[src/hdl/fiir_pkg.sv]
// shared types, widths and microprogram of the first-order iir band filter
package fiir_pkg;

  localparam int SampleBits    = 24;
  localparam int CoefFracBits  = 16;
  localparam int StateFracBits = 8;

  localparam int DiffW   = SampleBits + 1;
  localparam int StateW  = SampleBits + StateFracBits;
  localparam int GainW   = CoefFracBits + 1;
  localparam int PoleW   = CoefFracBits + 2;
  localparam int MulBW   = (StateW > DiffW) ? StateW : DiffW;
  localparam int ProdW   = PoleW + MulBW;
  localparam int AccW    = ProdW + StateFracBits + 1;
  localparam int OutRndW = StateW + 1;

  localparam int ModeW   = 2;
  localparam int RegIdxW = 3;
  localparam int AddrW   = RegIdxW + 2;
  localparam int DataW   = 32;
  localparam int StepW   = 4;

  // any other mode code runs bandpass
  localparam logic [ModeW-1:0] ModeLowpass  = 2'd0;
  localparam logic [ModeW-1:0] ModeHighpass = 2'd1;

  typedef enum logic [RegIdxW-1:0] {
    REG_MODE    = 3'd0,
    REG_LP_GAIN = 3'd1,
    REG_LP_POLE = 3'd2,
    REG_HP_GAIN = 3'd3,
    REG_HP_POLE = 3'd4
  } reg_idx_e;

  typedef struct packed {
    logic signed [SampleBits-1:0] sample_in;
    logic                         record_start;
  } in_item_t;

  typedef struct packed {
    logic signed [SampleBits-1:0] sample_out;
    logic                         clipped;
  } out_item_t;

  typedef enum logic [2:0] {
    UOP_NOP   = 3'd0,
    UOP_MUL_G = 3'd1,
    UOP_MUL_P = 3'd2,
    UOP_ACC   = 3'd3,
    UOP_RND   = 3'd4,
    UOP_OUT   = 3'd5,
    UOP_SEED  = 3'd6,
    UOP_DONE  = 3'd7
  } uop_e;

  typedef enum logic {
    SEC_LP = 1'b0,
    SEC_HP = 1'b1
  } sec_e;

  typedef enum logic [2:0] {
    JC_NONE    = 3'd0,
    JC_START   = 3'd1,
    JC_HP_ONLY = 3'd2,
    JC_LP_ONLY = 3'd3,
    JC_ALWAYS  = 3'd4
  } jcond_e;

  typedef struct packed {
    uop_e             op;
    sec_e             sec;
    jcond_e           jc;
    logic [StepW-1:0] target;
  } ucode_t;

  localparam logic [StepW-1:0] StepHpFirst = 4'd7;
  localparam logic [StepW-1:0] StepSeed    = 4'd12;
  localparam logic [StepW-1:0] StepDone    = 4'd13;

  function automatic ucode_t ucode_rom(logic [StepW-1:0] step);
    ucode_t w;
    unique case (step)
      4'd0:    w = '{UOP_NOP,   SEC_LP, JC_START,   StepSeed};
      4'd1:    w = '{UOP_NOP,   SEC_LP, JC_HP_ONLY, StepHpFirst};
      4'd2:    w = '{UOP_MUL_G, SEC_LP, JC_NONE,    StepDone};
      4'd3:    w = '{UOP_MUL_P, SEC_LP, JC_NONE,    StepDone};
      4'd4:    w = '{UOP_ACC,   SEC_LP, JC_NONE,    StepDone};
      4'd5:    w = '{UOP_RND,   SEC_LP, JC_NONE,    StepDone};
      4'd6:    w = '{UOP_OUT,   SEC_LP, JC_LP_ONLY, StepDone};
      4'd7:    w = '{UOP_MUL_G, SEC_HP, JC_NONE,    StepDone};
      4'd8:    w = '{UOP_MUL_P, SEC_HP, JC_NONE,    StepDone};
      4'd9:    w = '{UOP_ACC,   SEC_HP, JC_NONE,    StepDone};
      4'd10:   w = '{UOP_RND,   SEC_HP, JC_NONE,    StepDone};
      4'd11:   w = '{UOP_OUT,   SEC_HP, JC_ALWAYS,  StepDone};
      4'd12:   w = '{UOP_SEED,  SEC_LP, JC_NONE,    StepDone};
      default: w = '{UOP_DONE,  SEC_LP, JC_NONE,    StepDone};
    endcase
    return w;
  endfunction

endpackage

[src/hdl/first_order_iir_band_filter_top.sv]
// top level: microcoded first-order iir lowpass / highpass / bandpass filter
// one request at a time; lowpass or highpass runs one section, bandpass runs the
// lowpass then the highpass section, and a record start only seeds the state
// in_ready returns as the result is loaded, so no new sample is taken before then
// the microprogram steps through one shared 18x32 multiplier, two products per section
// rst_ni clears config registers, filter state and handshake control asynchronously
module first_order_iir_band_filter_top (
  input  logic                                clk_i,
  input  logic                                rst_ni,
  input  logic                                in_valid_i,
  output logic                                in_ready_o,
  input  fiir_pkg::in_item_t                  in_data_i,
  output logic                                out_valid_o,
  input  logic                                out_ready_i,
  output fiir_pkg::out_item_t                 out_data_o,
  input  logic                                psel,
  input  logic                                penable,
  input  logic                                pwrite,
  input  logic [fiir_pkg::AddrW-1:0]          paddr,
  input  logic [fiir_pkg::DataW-1:0]          pwdata,
  output logic [fiir_pkg::DataW-1:0]          prdata,
  output logic                                pready
);
  import fiir_pkg::*;

  localparam logic signed [AccW-1:0] YHi = (AccW'(1) << (StateW - 1)) - AccW'(1);
  localparam logic signed [AccW-1:0] YLo = -(AccW'(1) << (StateW - 1));
  localparam logic signed [OutRndW-1:0] SMax =
    (OutRndW'(1) << (SampleBits - 1)) - OutRndW'(1);

  // configuration registers
  logic [ModeW-1:0]        mode_q;
  logic [GainW-1:0]        lp_gain_q, hp_gain_q;
  logic signed [PoleW-1:0] lp_pole_q, hp_pole_q;
  logic                    cfg_wr;
  reg_idx_e                reg_idx;

  assign pready  = 1'b1;
  assign cfg_wr  = psel & penable & pwrite & pready;
  assign reg_idx = reg_idx_e'(paddr[AddrW-1:2]);

  always_ff @(posedge clk_i or negedge rst_ni) begin
    if (!rst_ni) begin
      mode_q    <= '0;
      lp_gain_q <= '0;
      lp_pole_q <= '0;
      hp_gain_q <= '0;
      hp_pole_q <= '0;
    end else if (cfg_wr) begin
      unique case (reg_idx)
        REG_MODE:    mode_q    <= pwdata[ModeW-1:0];
        REG_LP_GAIN: lp_gain_q <= pwdata[GainW-1:0];
        REG_LP_POLE: lp_pole_q <= pwdata[PoleW-1:0];
        REG_HP_GAIN: hp_gain_q <= pwdata[GainW-1:0];
        REG_HP_POLE: hp_pole_q <= pwdata[PoleW-1:0];
        default: ;
      endcase
    end
  end

  always_comb begin
    unique case (reg_idx)
      REG_MODE:    prdata = DataW'(mode_q);
      REG_LP_GAIN: prdata = DataW'(lp_gain_q);
      REG_LP_POLE: prdata = DataW'(lp_pole_q);
      REG_HP_GAIN: prdata = DataW'(hp_gain_q);
      REG_HP_POLE: prdata = DataW'(hp_pole_q);
      default:     prdata = '0;
    endcase
  end

  // sequencer
  logic             busy_q;
  logic [StepW-1:0] step_q, step_d;
  ucode_t           uc;
  logic             in_acc, done_step, out_free, finish, take;

  assign uc         = ucode_rom(step_q);
  assign in_ready_o = !busy_q;
  assign in_acc     = in_valid_i & in_ready_o;
  assign done_step  = busy_q && (uc.op == UOP_DONE);
  assign out_free   = !out_valid_o || out_ready_i;
  assign finish     = done_step && out_free;

  // datapath registers
  logic signed [SampleBits-1:0] sec_x_q;
  logic                         start_q, clip_q;
  logic signed [ProdW-1:0]      prod_q;
  logic signed [AccW-1:0]       acc_q;
  logic signed [SampleBits-1:0] lp_in_q, hp_in_q;
  logic signed [StateW-1:0]     lp_out_q, hp_out_q;
  out_item_t                    out_data_q;
  logic                         out_valid_q;

  always_comb begin
    unique case (uc.jc)
      JC_NONE:    take = 1'b0;
      JC_START:   take = start_q;
      JC_HP_ONLY: take = (mode_q == ModeHighpass);
      JC_LP_ONLY: take = (mode_q == ModeLowpass);
      JC_ALWAYS:  take = 1'b1;
      default:    take = 1'b0;
    endcase
  end

  always_comb begin
    priority if (in_acc) begin
      step_d = '0;
    end else if (busy_q && !done_step) begin
      step_d = take ? uc.target : step_q + StepW'(1);
    end else begin
      step_d = step_q;
    end
  end

  always_ff @(posedge clk_i or negedge rst_ni) begin
    if (!rst_ni) begin
      busy_q <= 1'b0;
      step_q <= '0;
    end else begin
      step_q <= step_d;
      if (in_acc) begin
        busy_q <= 1'b1;
      end else if (finish) begin
        busy_q <= 1'b0;
      end
    end
  end

  // section operand selection and shared multiplier
  logic signed [SampleBits-1:0] sel_in;
  logic signed [StateW-1:0]     sel_out;
  logic [GainW-1:0]             sel_gain;
  logic signed [PoleW-1:0]      sel_pole;
  logic signed [DiffW-1:0]      diff;
  logic signed [PoleW-1:0]      mul_a;
  logic signed [MulBW-1:0]      mul_b;
  logic signed [ProdW-1:0]      prod;

  assign sel_in   = (uc.sec == SEC_HP) ? hp_in_q   : lp_in_q;
  assign sel_out  = (uc.sec == SEC_HP) ? hp_out_q  : lp_out_q;
  assign sel_gain = (uc.sec == SEC_HP) ? hp_gain_q : lp_gain_q;
  assign sel_pole = (uc.sec == SEC_HP) ? hp_pole_q : lp_pole_q;
  assign diff     = (uc.sec == SEC_HP) ? DiffW'(sec_x_q) - DiffW'(sel_in)
                                       : DiffW'(sec_x_q) + DiffW'(sel_in);
  assign mul_a    = (uc.op == UOP_MUL_G) ? signed'({1'b0, sel_gain}) : sel_pole;
  assign mul_b    = (uc.op == UOP_MUL_G) ? MulBW'(diff) : MulBW'(sel_out);
  assign prod     = ProdW'(mul_a) * ProdW'(mul_b);

  // accumulate, round half up and saturate the state
  logic signed [AccW-1:0]    acc_seed, acc_sub, acc_rnd, y_full;
  logic signed [StateW-1:0]  y_sat;
  logic                      y_clip;

  assign acc_seed = AccW'(prod_q) <<< StateFracBits;
  assign acc_sub  = acc_q - AccW'(prod_q);
  assign acc_rnd  = acc_q + (AccW'(1) << (CoefFracBits - 1));
  assign y_full   = acc_rnd >>> CoefFracBits;

  always_comb begin
    priority if (y_full > YHi) begin
      y_sat  = StateW'(YHi);
      y_clip = 1'b1;
    end else if (y_full < YLo) begin
      y_sat  = StateW'(YLo);
      y_clip = 1'b1;
    end else begin
      y_sat  = StateW'(y_full);
      y_clip = 1'b0;
    end
  end

  // section output from the stored state
  logic signed [OutRndW-1:0]    o_rnd, o_full;
  logic signed [SampleBits-1:0] o_val;
  logic                         o_clip;

  assign o_rnd  = OutRndW'(sel_out) + (OutRndW'(1) << (StateFracBits - 1));
  assign o_full = o_rnd >>> StateFracBits;
  assign o_clip = (o_full > SMax);
  assign o_val  = o_clip ? SMax[SampleBits-1:0] : o_full[SampleBits-1:0];

  always_ff @(posedge clk_i or negedge rst_ni) begin
    if (!rst_ni) begin
      lp_in_q  <= '0;
      lp_out_q <= '0;
      hp_in_q  <= '0;
      hp_out_q <= '0;
    end else if (busy_q) begin
      unique case (uc.op)
        UOP_RND: begin
          if (uc.sec == SEC_HP) begin
            hp_in_q  <= sec_x_q;
            hp_out_q <= y_sat;
          end else begin
            lp_in_q  <= sec_x_q;
            lp_out_q <= y_sat;
          end
        end
        UOP_SEED: begin
          lp_in_q  <= sec_x_q;
          hp_in_q  <= sec_x_q;
          lp_out_q <= {sec_x_q, {StateFracBits{1'b0}}};
          hp_out_q <= {sec_x_q, {StateFracBits{1'b0}}};
        end
        default: ;
      endcase
    end
  end

  always_ff @(posedge clk_i) begin
    if (in_acc) begin
      sec_x_q <= in_data_i.sample_in;
      start_q <= in_data_i.record_start;
      clip_q  <= 1'b0;
    end else if (busy_q) begin
      unique case (uc.op)
        UOP_MUL_G: prod_q <= prod;
        UOP_MUL_P: begin
          prod_q <= prod;
          acc_q  <= acc_seed;
        end
        UOP_ACC:   acc_q  <= acc_sub;
        UOP_RND:   clip_q <= clip_q | y_clip;
        UOP_OUT: begin
          // section result becomes the next section's input and the final sample
          sec_x_q <= o_val;
          clip_q  <= clip_q | o_clip;
        end
        default: ;
      endcase
    end
  end

  // output register
  always_ff @(posedge clk_i or negedge rst_ni) begin
    if (!rst_ni) begin
      out_valid_q <= 1'b0;
    end else if (finish) begin
      out_valid_q <= 1'b1;
    end else if (out_ready_i) begin
      out_valid_q <= 1'b0;
    end
  end

  always_ff @(posedge clk_i) begin
    if (finish) begin
      out_data_q.sample_out <= sec_x_q;
      out_data_q.clipped    <= clip_q;
    end
  end

  assign out_valid_o = out_valid_q;
  assign out_data_o  = out_data_q;

endmodule

[config.mk]
export PLATFORM = sky130hd
export DESIGN_NAME = first_order_iir_band_filter_top
export DESIGN_NICKNAME = d
export VERILOG_FILES = /design/src/hdl/fiir_pkg.sv /design/src/hdl/first_order_iir_band_filter_top.sv
export SDC_FILE = /design/constraint.sdc
export NUM_CORES = 2
export LEC_CHECK = 0
export BUFFER_PORTS_ARGS = -buffer_cell sky130_fd_sc_hd__buf_4
export CELL_PAD_IN_SITES_DETAIL_PLACEMENT = 1
export CELL_PAD_IN_SITES_GLOBAL_PLACEMENT = 2
export CORE_MARGIN = 4
export CORE_UTILIZATION = 42
export CTS_BUF_LIST = sky130_fd_sc_hd__clkbuf_4
export DETAILED_ROUTE_END_ITERATION = 16
export PLACE_DENSITY = 0.82
export SKIP_CTS_REPAIR_TIMING = 1
export SKIP_LAST_GASP = 1
export SLEW_MARGIN = 20
export SYNTH_ARGS = -nofsm -noshare
export SYNTH_HDL_FRONTEND = slang
export SYNTH_SLANG_ARGS = --single-unit
[constraint.sdc]
create_clock -name clk_i -period 17.05 [get_ports clk_i]
set_input_delay 4.2625 -clock clk_i [delete_from_list [all_inputs] [get_ports clk_i]]
set_output_delay 4.2625 -clock clk_i [all_outputs]
set_load 0.01 [all_outputs]
Yosys cells after proc, flatten, opt, wreduce, memory -nomap -nowiden
Memory sizes are Yosys's and may differ from the RTL's.
Cells that the tools add are included.
{"block": "classes", "n_addsub": 6, "n_mul": 1, "magnitude_cmp": 3, "eq_ne": 18, "mux": 34, "bitwise": 6, "n_reduce_logical": 29}
{"op": "$mux 32", "count": 6}
{"op": "$mux 24", "count": 7}
{"op": "$pmux 32 s5", "count": 1}
{"op": "$pmux 32 s2", "count": 2}
{"op": "$pmux 59 s2", "count": 1}
{"op": "$pmux 24 s2", "count": 2}
{"op": "$add 59x17->59 const B", "count": 1}
{"op": "$sub 59x50->59", "count": 1}
{"op": "$mul 18x32->50", "count": 1}
{"op": "$gt 43x32->1 const B", "count": 1}
{"op": "$lt 43x32->1 const B", "count": 1}
{"op": "$mux 18", "count": 2}
{"op": "$add 32x9->33 const B", "count": 1}
{"op": "$add 24x24->25", "count": 1}
{"op": "$gt 25x24->1 const B", "count": 1}
{"op": "$mux 25", "count": 1}
{"op": "$sub 24x24->25", "count": 1}
{"op": "$eq 3x2->1 const B", "count": 6}
{"op": "$eq 3x3->1 const B", "count": 6}
{"op": "$mux 17", "count": 1}
{"op": "$reduce_bool 2->1", "count": 8}
{"op": "$reduce_and 2->1", "count": 7}
{"op": "$mux 4", "count": 3}
{"op": "$reduce_and 3->1", "count": 4}
{"op": "other kinds (16)", "count": 31}
{"block": "totals", "reg_bits": 350, "romBits": 160, "in_bits": 69, "elab_cells": 117, "memories": 1}
{"memory": "(no name shown)", "words": 16, "width": 10, "rd": 1, "rd_clocked_by_memory_dff": 0, "wr": 0, "line_no": "fiir_pkg.sv:82", "text": "unique case (step)"}

Logic depth before layout (Yosys ltp)
An unclocked memory read counts as a cell.
{"block": "logic_depth", "word_depth": 8, "depth_mapped": 55}

Least setup slack after synthesis
Ideal clock, no wire load.
{"block": "synth_timing", "path_type": "register to register", "from": "reg step_q[0]", "to": "reg prod_q[48] (data pin)", "arrival_ns": 12.306, "required_time_ns": 16.787, "setup_slack_ns": 4.481, "path_stages_with_launch": 48, "n_path_buf": 6, "synth_period_minus_slack_ns": 12.569, "cell_sequence": "dfrtp_1 -> ha_1 -> ha_1 -> nor2b_1 -> nor2_4 -> buf_2 -> buf_1 -> buf_2 -> clkbuf_1 -> buf_1 -> mux2i_1 -> ha_1 -> nand2b_1 -> or4_1 -> xor2_1 -> mux2i_1 -> ha_1 -> a21o_1 -> [12 not listed] -> fa_1 -> inv_1 -> fa_1 -> fa_1 -> inv_1 -> fa_1 -> inv_1 -> ha_1 -> and3_1 -> and2_1 -> a221oi_1 -> o21a_1 -> o21ai_0 -> a41o_1 -> o211ai_1 -> nor2_1 -> a311oi_1 -> xnor2_1"}
{"block": "synth_between", "elab_chain_len": 6}
{"item": "start: declaration", "line_no": "first_order_iir_band_filter_top.sv:74", "text": "logic [StepW-1:0] step_q, step_d;"}
{"item": "start signal: assignment", "line_no": "first_order_iir_band_filter_top.sv:121", "text": "step_q <= step_d;"}
{"item": "$mem_v2 16x10 (*)"}
{"item": "$mux 24", "line_no": "first_order_iir_band_filter_top.sv:140", "text": "assign sel_in = (uc.sec == SEC_HP) ? hp_in_q : lp_in_q;"}
{"item": "$add 24x24->25 / $sub 24x24->25 (equally long branches)", "line_no": "first_order_iir_band_filter_top.sv:145, first_order_iir_band_filter_top.sv:144"}
{"item": "$mux 25", "line_no": "first_order_iir_band_filter_top.sv:144", "text": "assign diff = (uc.sec == SEC_HP) ? DiffW'(sec_x_q) - DiffW'(sel_in)"}
{"item": "$mux 32", "line_no": "first_order_iir_band_filter_top.sv:147", "text": "assign mul_b = (uc.op == UOP_MUL_G) ? MulBW'(diff) : MulBW'(sel_out);"}
{"item": "$mul 18x32->50 (*)", "line_no": "first_order_iir_band_filter_top.sv:148", "text": "assign prod = ProdW'(mul_a) * ProdW'(mul_b);"}
{"item": "net prod[48]", "line_no": "first_order_iir_band_filter_top.sv:138", "text": "logic signed [ProdW-1:0] prod;"}
{"item": "end signal: assignment", "line_no": "first_order_iir_band_filter_top.sv:218", "text": "UOP_MUL_G: prod_q <= prod;"}
{"item": "end signal: assignment", "line_no": "first_order_iir_band_filter_top.sv:220", "text": "prod_q <= prod;"}
{"item": "end: declaration", "line_no": "first_order_iir_band_filter_top.sv:88", "text": "logic signed [ProdW-1:0] prod_q;"}
Mark *: on every way through the listed nets, which the timed path passes. The rest lies on a longest branch.
A chain may end at the register's enable or synchronous reset.

Worst setup path in the final report
{"block": "layout_timing", "from": "reg step_q[0]", "to": "reg prod_q[42] (data pin)"}
The elaborated chain is that of the path after synthesis.

==> results.sh <==
export IMPL_clock_sinks=350
export IMPL_drt_iter0_drc=1993
export IMPL_path_common_cell="fa_1"
export IMPL_critPathRequiredTime_ps=17680
export IMPL_rr_worst_depth=43
export IMPL_antenna_found_initial=7
export IMPL_final_setup_tns_ps=0
export IMPL_worst_path_max_delay_cell="nand3_1"
export IMPL_synth_top_area_share_pct=26.3
export IMPL_hpwlAfterDp_mm=112
export IMPL_max_slew_worst_pin_slew_ps=1050
export IMPL_viasPerCell=5.53
export IMPL_route_detailed_drc=0
export IMPL_syn_to_final_growth_pct=9.03
export IMPL_whs_path_depth=0
export IMPL_layout_drive_gt1_share_pct=11.9
export IMPL_start_kind="flip-flop"
export IMPL_synth_commonest_cells="743 x nand2_1, 715 x inv_1, 555 x fa_1"
export IMPL_avgRoutedWirePerCell_um=23.2
export IMPL_setup_viol=0
export IMPL_regArea_um2=9550
export IMPL_end_kind="flip-flop"
export IMPL_insertion_delay_ps=1000
export IMPL_root_buffer="clkbuf_4"
export IMPL_ctsHtreeMaxLevel=3
export IMPL_crit_cells=43
export IMPL_ant_nets=0
export IMPL_fmaxAchievable_mhz=74.2
export IMPL_synth_warnings=0
export IMPL_grt_pass1_wl_mm=219
export IMPL_synth_edf_count=159
export IMPL_fin_area_um2=46000
export IMPL_syn_num_nets=5498
export IMPL_grt_pass1_vias=36800
export IMPL_place_area_um2=44600
export IMPL_slew_headroom_pct=28.1
export IMPL_cts_made_buffers=103
export IMPL_synth_area_leaders="fa_1 26%, edfxtp_1 11%, dfrtp_1 11%"
export IMPL_die_y_um=325
export IMPL_critical_path_n_buffers_inverters=5
export IMPL_drt_pass1_iterations=5
export IMPL_cts_clk_slew_worst_paths_ps=70
export IMPL_hold_path_class="reg -> reg"
export IMPL_netlist_area_um2=42200
export IMPL_num_vias=34000
export IMPL_outcome="finished, final reports clean"
export IMPL_seq_area_frac_synth_pct=22.6
export IMPL_synth_area_per_cell_um2=9.06
export IMPL_grt_use_total_pct=27.0
export IMPL_place_inst=5945
export IMPL_path_class="reg -> reg"
export IMPL_max_stage_delay_ps=670
export IMPL_start_util_pct=42.3
export IMPL_yosysMostFrequentCell="nand2_1"
export IMPL_fin_crit_ps=13480
export IMPL_hold_violations=0
export IMPL_rsz0062_at_grt="no"
export IMPL_wirelength_mm=142
export IMPL_fin_ws_ps=3570
export IMPL_critPathTopFamily="adder cells"
export IMPL_maxSlewViolCount=0
export IMPL_clock_skew_ps=144
export IMPL_multi_input_area_um2=29300
export IMPL_cts_tree="yes"
export IMPL_place_congestion=0.895
export IMPL_async_flop_share_pct=54.3
export IMPL_gr_total_overflow=0
export IMPL_synth_distinct_cells=90
export IMPL_die_area_um2=106000
export IMPL_dominantRegCellSynth="dfrtp_1"
export IMPL_synth_seq_cells=350
export IMPL_drv_cap=0
export IMPL_grt_max_degree=116
export IMPL_port_buffers=111
export IMPL_nets=5589
export IMPL_crit_arrival_ps=14110
export IMPL_rows=116
export IMPL_die_w_um=325
export IMPL_synth_top_area_cell="fa_1"
export IMPL_coreArea_um2=99900
export IMPL_final_cells=6138
export IMPL_clock_path_buffers=3
export IMPL_pre_cts_slack_ps=3730
export IMPL_fin_crit_sh_pct=79.1
export IMPL_critical_path_max_fanout=60
export IMPL_synth_cells=4661
export IMPL_io_pins=129
export IMPL_fillers=11600
-- per-stage QoR --
stage                     util, %  hold slack, ps
after floorplan                 -             410
after global placement       44.7             430
after detailed placement     44.7             439
after CTS                    46.1             454
after global routing         46.1             478
final                        46.1             451
-- layout by cell type (no fill, tap or decap), types with 142 or more instances in the layout --
cell type  netlist  final
inv_1          715    715
dfrtp_1        190    190
o21ai_0        162    157
ha_1           213    213
buf_4           17    190
edfxtp_1       159    159
nand2_1        743    739
clkbuf_4         0    142
fa_1           555    555
nor2_1         361    360
a21oi_1        174    170
mux2_2         159    159
-- cell type report --
type / count / area share, %
Antenna cell: 2 / 0.0109
Timing Repair Buffer: 191 / 3.13
Clock inverter: 49 / 0.742
Tap cell: 1298 / 3.53
Sequential cell: 350 / 20.7
Multi-Input combinational cell: 3390 / 63.7
Clock buffer: 142 / 2.32
Inverter: 716 / 5.84
-- cells by family (layout without fill, tap and decap cells) --
kind of cell	Yosys count	count (layout)	synth area share, %
flip-flops	350	350	22.6
XOR/XNOR	196	196	4.07
other	1	3	0.00888
AO/OA/AOI/OAI	737	737	11.2
adder cells (fa/ha/maj)	768	768	32.6
multiplexers	239	239	6.18
AND/OR/NAND/NOR	1449	1449	14.9
buffers and inverters	921	1098	8.39
-- flip-flops by register name, summed over array words and instances, names as in the netlist, 2 cells and up --
signal and flops:
lp_in_q 24, acc_q 59, hp_in_q 24, hp_gain_q 17, out_data_o 25, lp_out_q 32, hp_out_q 32, prod_q 50
lp_pole_q 18, sec_x_q 24, hp_pole_q 18, step_q 4, mode_q 2, lp_gain_q 17
-- per-layer routing --
metal	track usage [%]	up-vias	part of all wire (%)
li1	-	15400	-
met1	35.0	17500	43
met2	44.3	831	47
met3	6.54	245	6.8
met4	9.65	2	3.8
met5	0	-	0.011
-- path summary, 6_finish.rpt --
kind | start | end | slack (ps)
max in group asynchronous | rst_ni | lp_gain_q[4]$_DFFE_PN0P_ | 11880
min in group asynchronous | rst_ni | lp_in_q[1]$_DFFE_PN0P_ | 3430
min | clip_q$_SDFFE_PP0P_ | out_data_o[0]$_DFFE_PP_ | 450
max reg2reg | step_q[0]$_DFFE_PN0P_ | prod_q[42]$_DFFE_PP_ | 3570
min reg2reg | clip_q$_SDFFE_PP0P_ | out_data_o[0]$_DFFE_PP_ | 450
max | step_q[0]$_DFFE_PN0P_ | prod_q[42]$_DFFE_PP_ | 3570
Power is not shown: default switching activity piles up to over one toggle a cycle in this logic, so the estimate is an artifact.
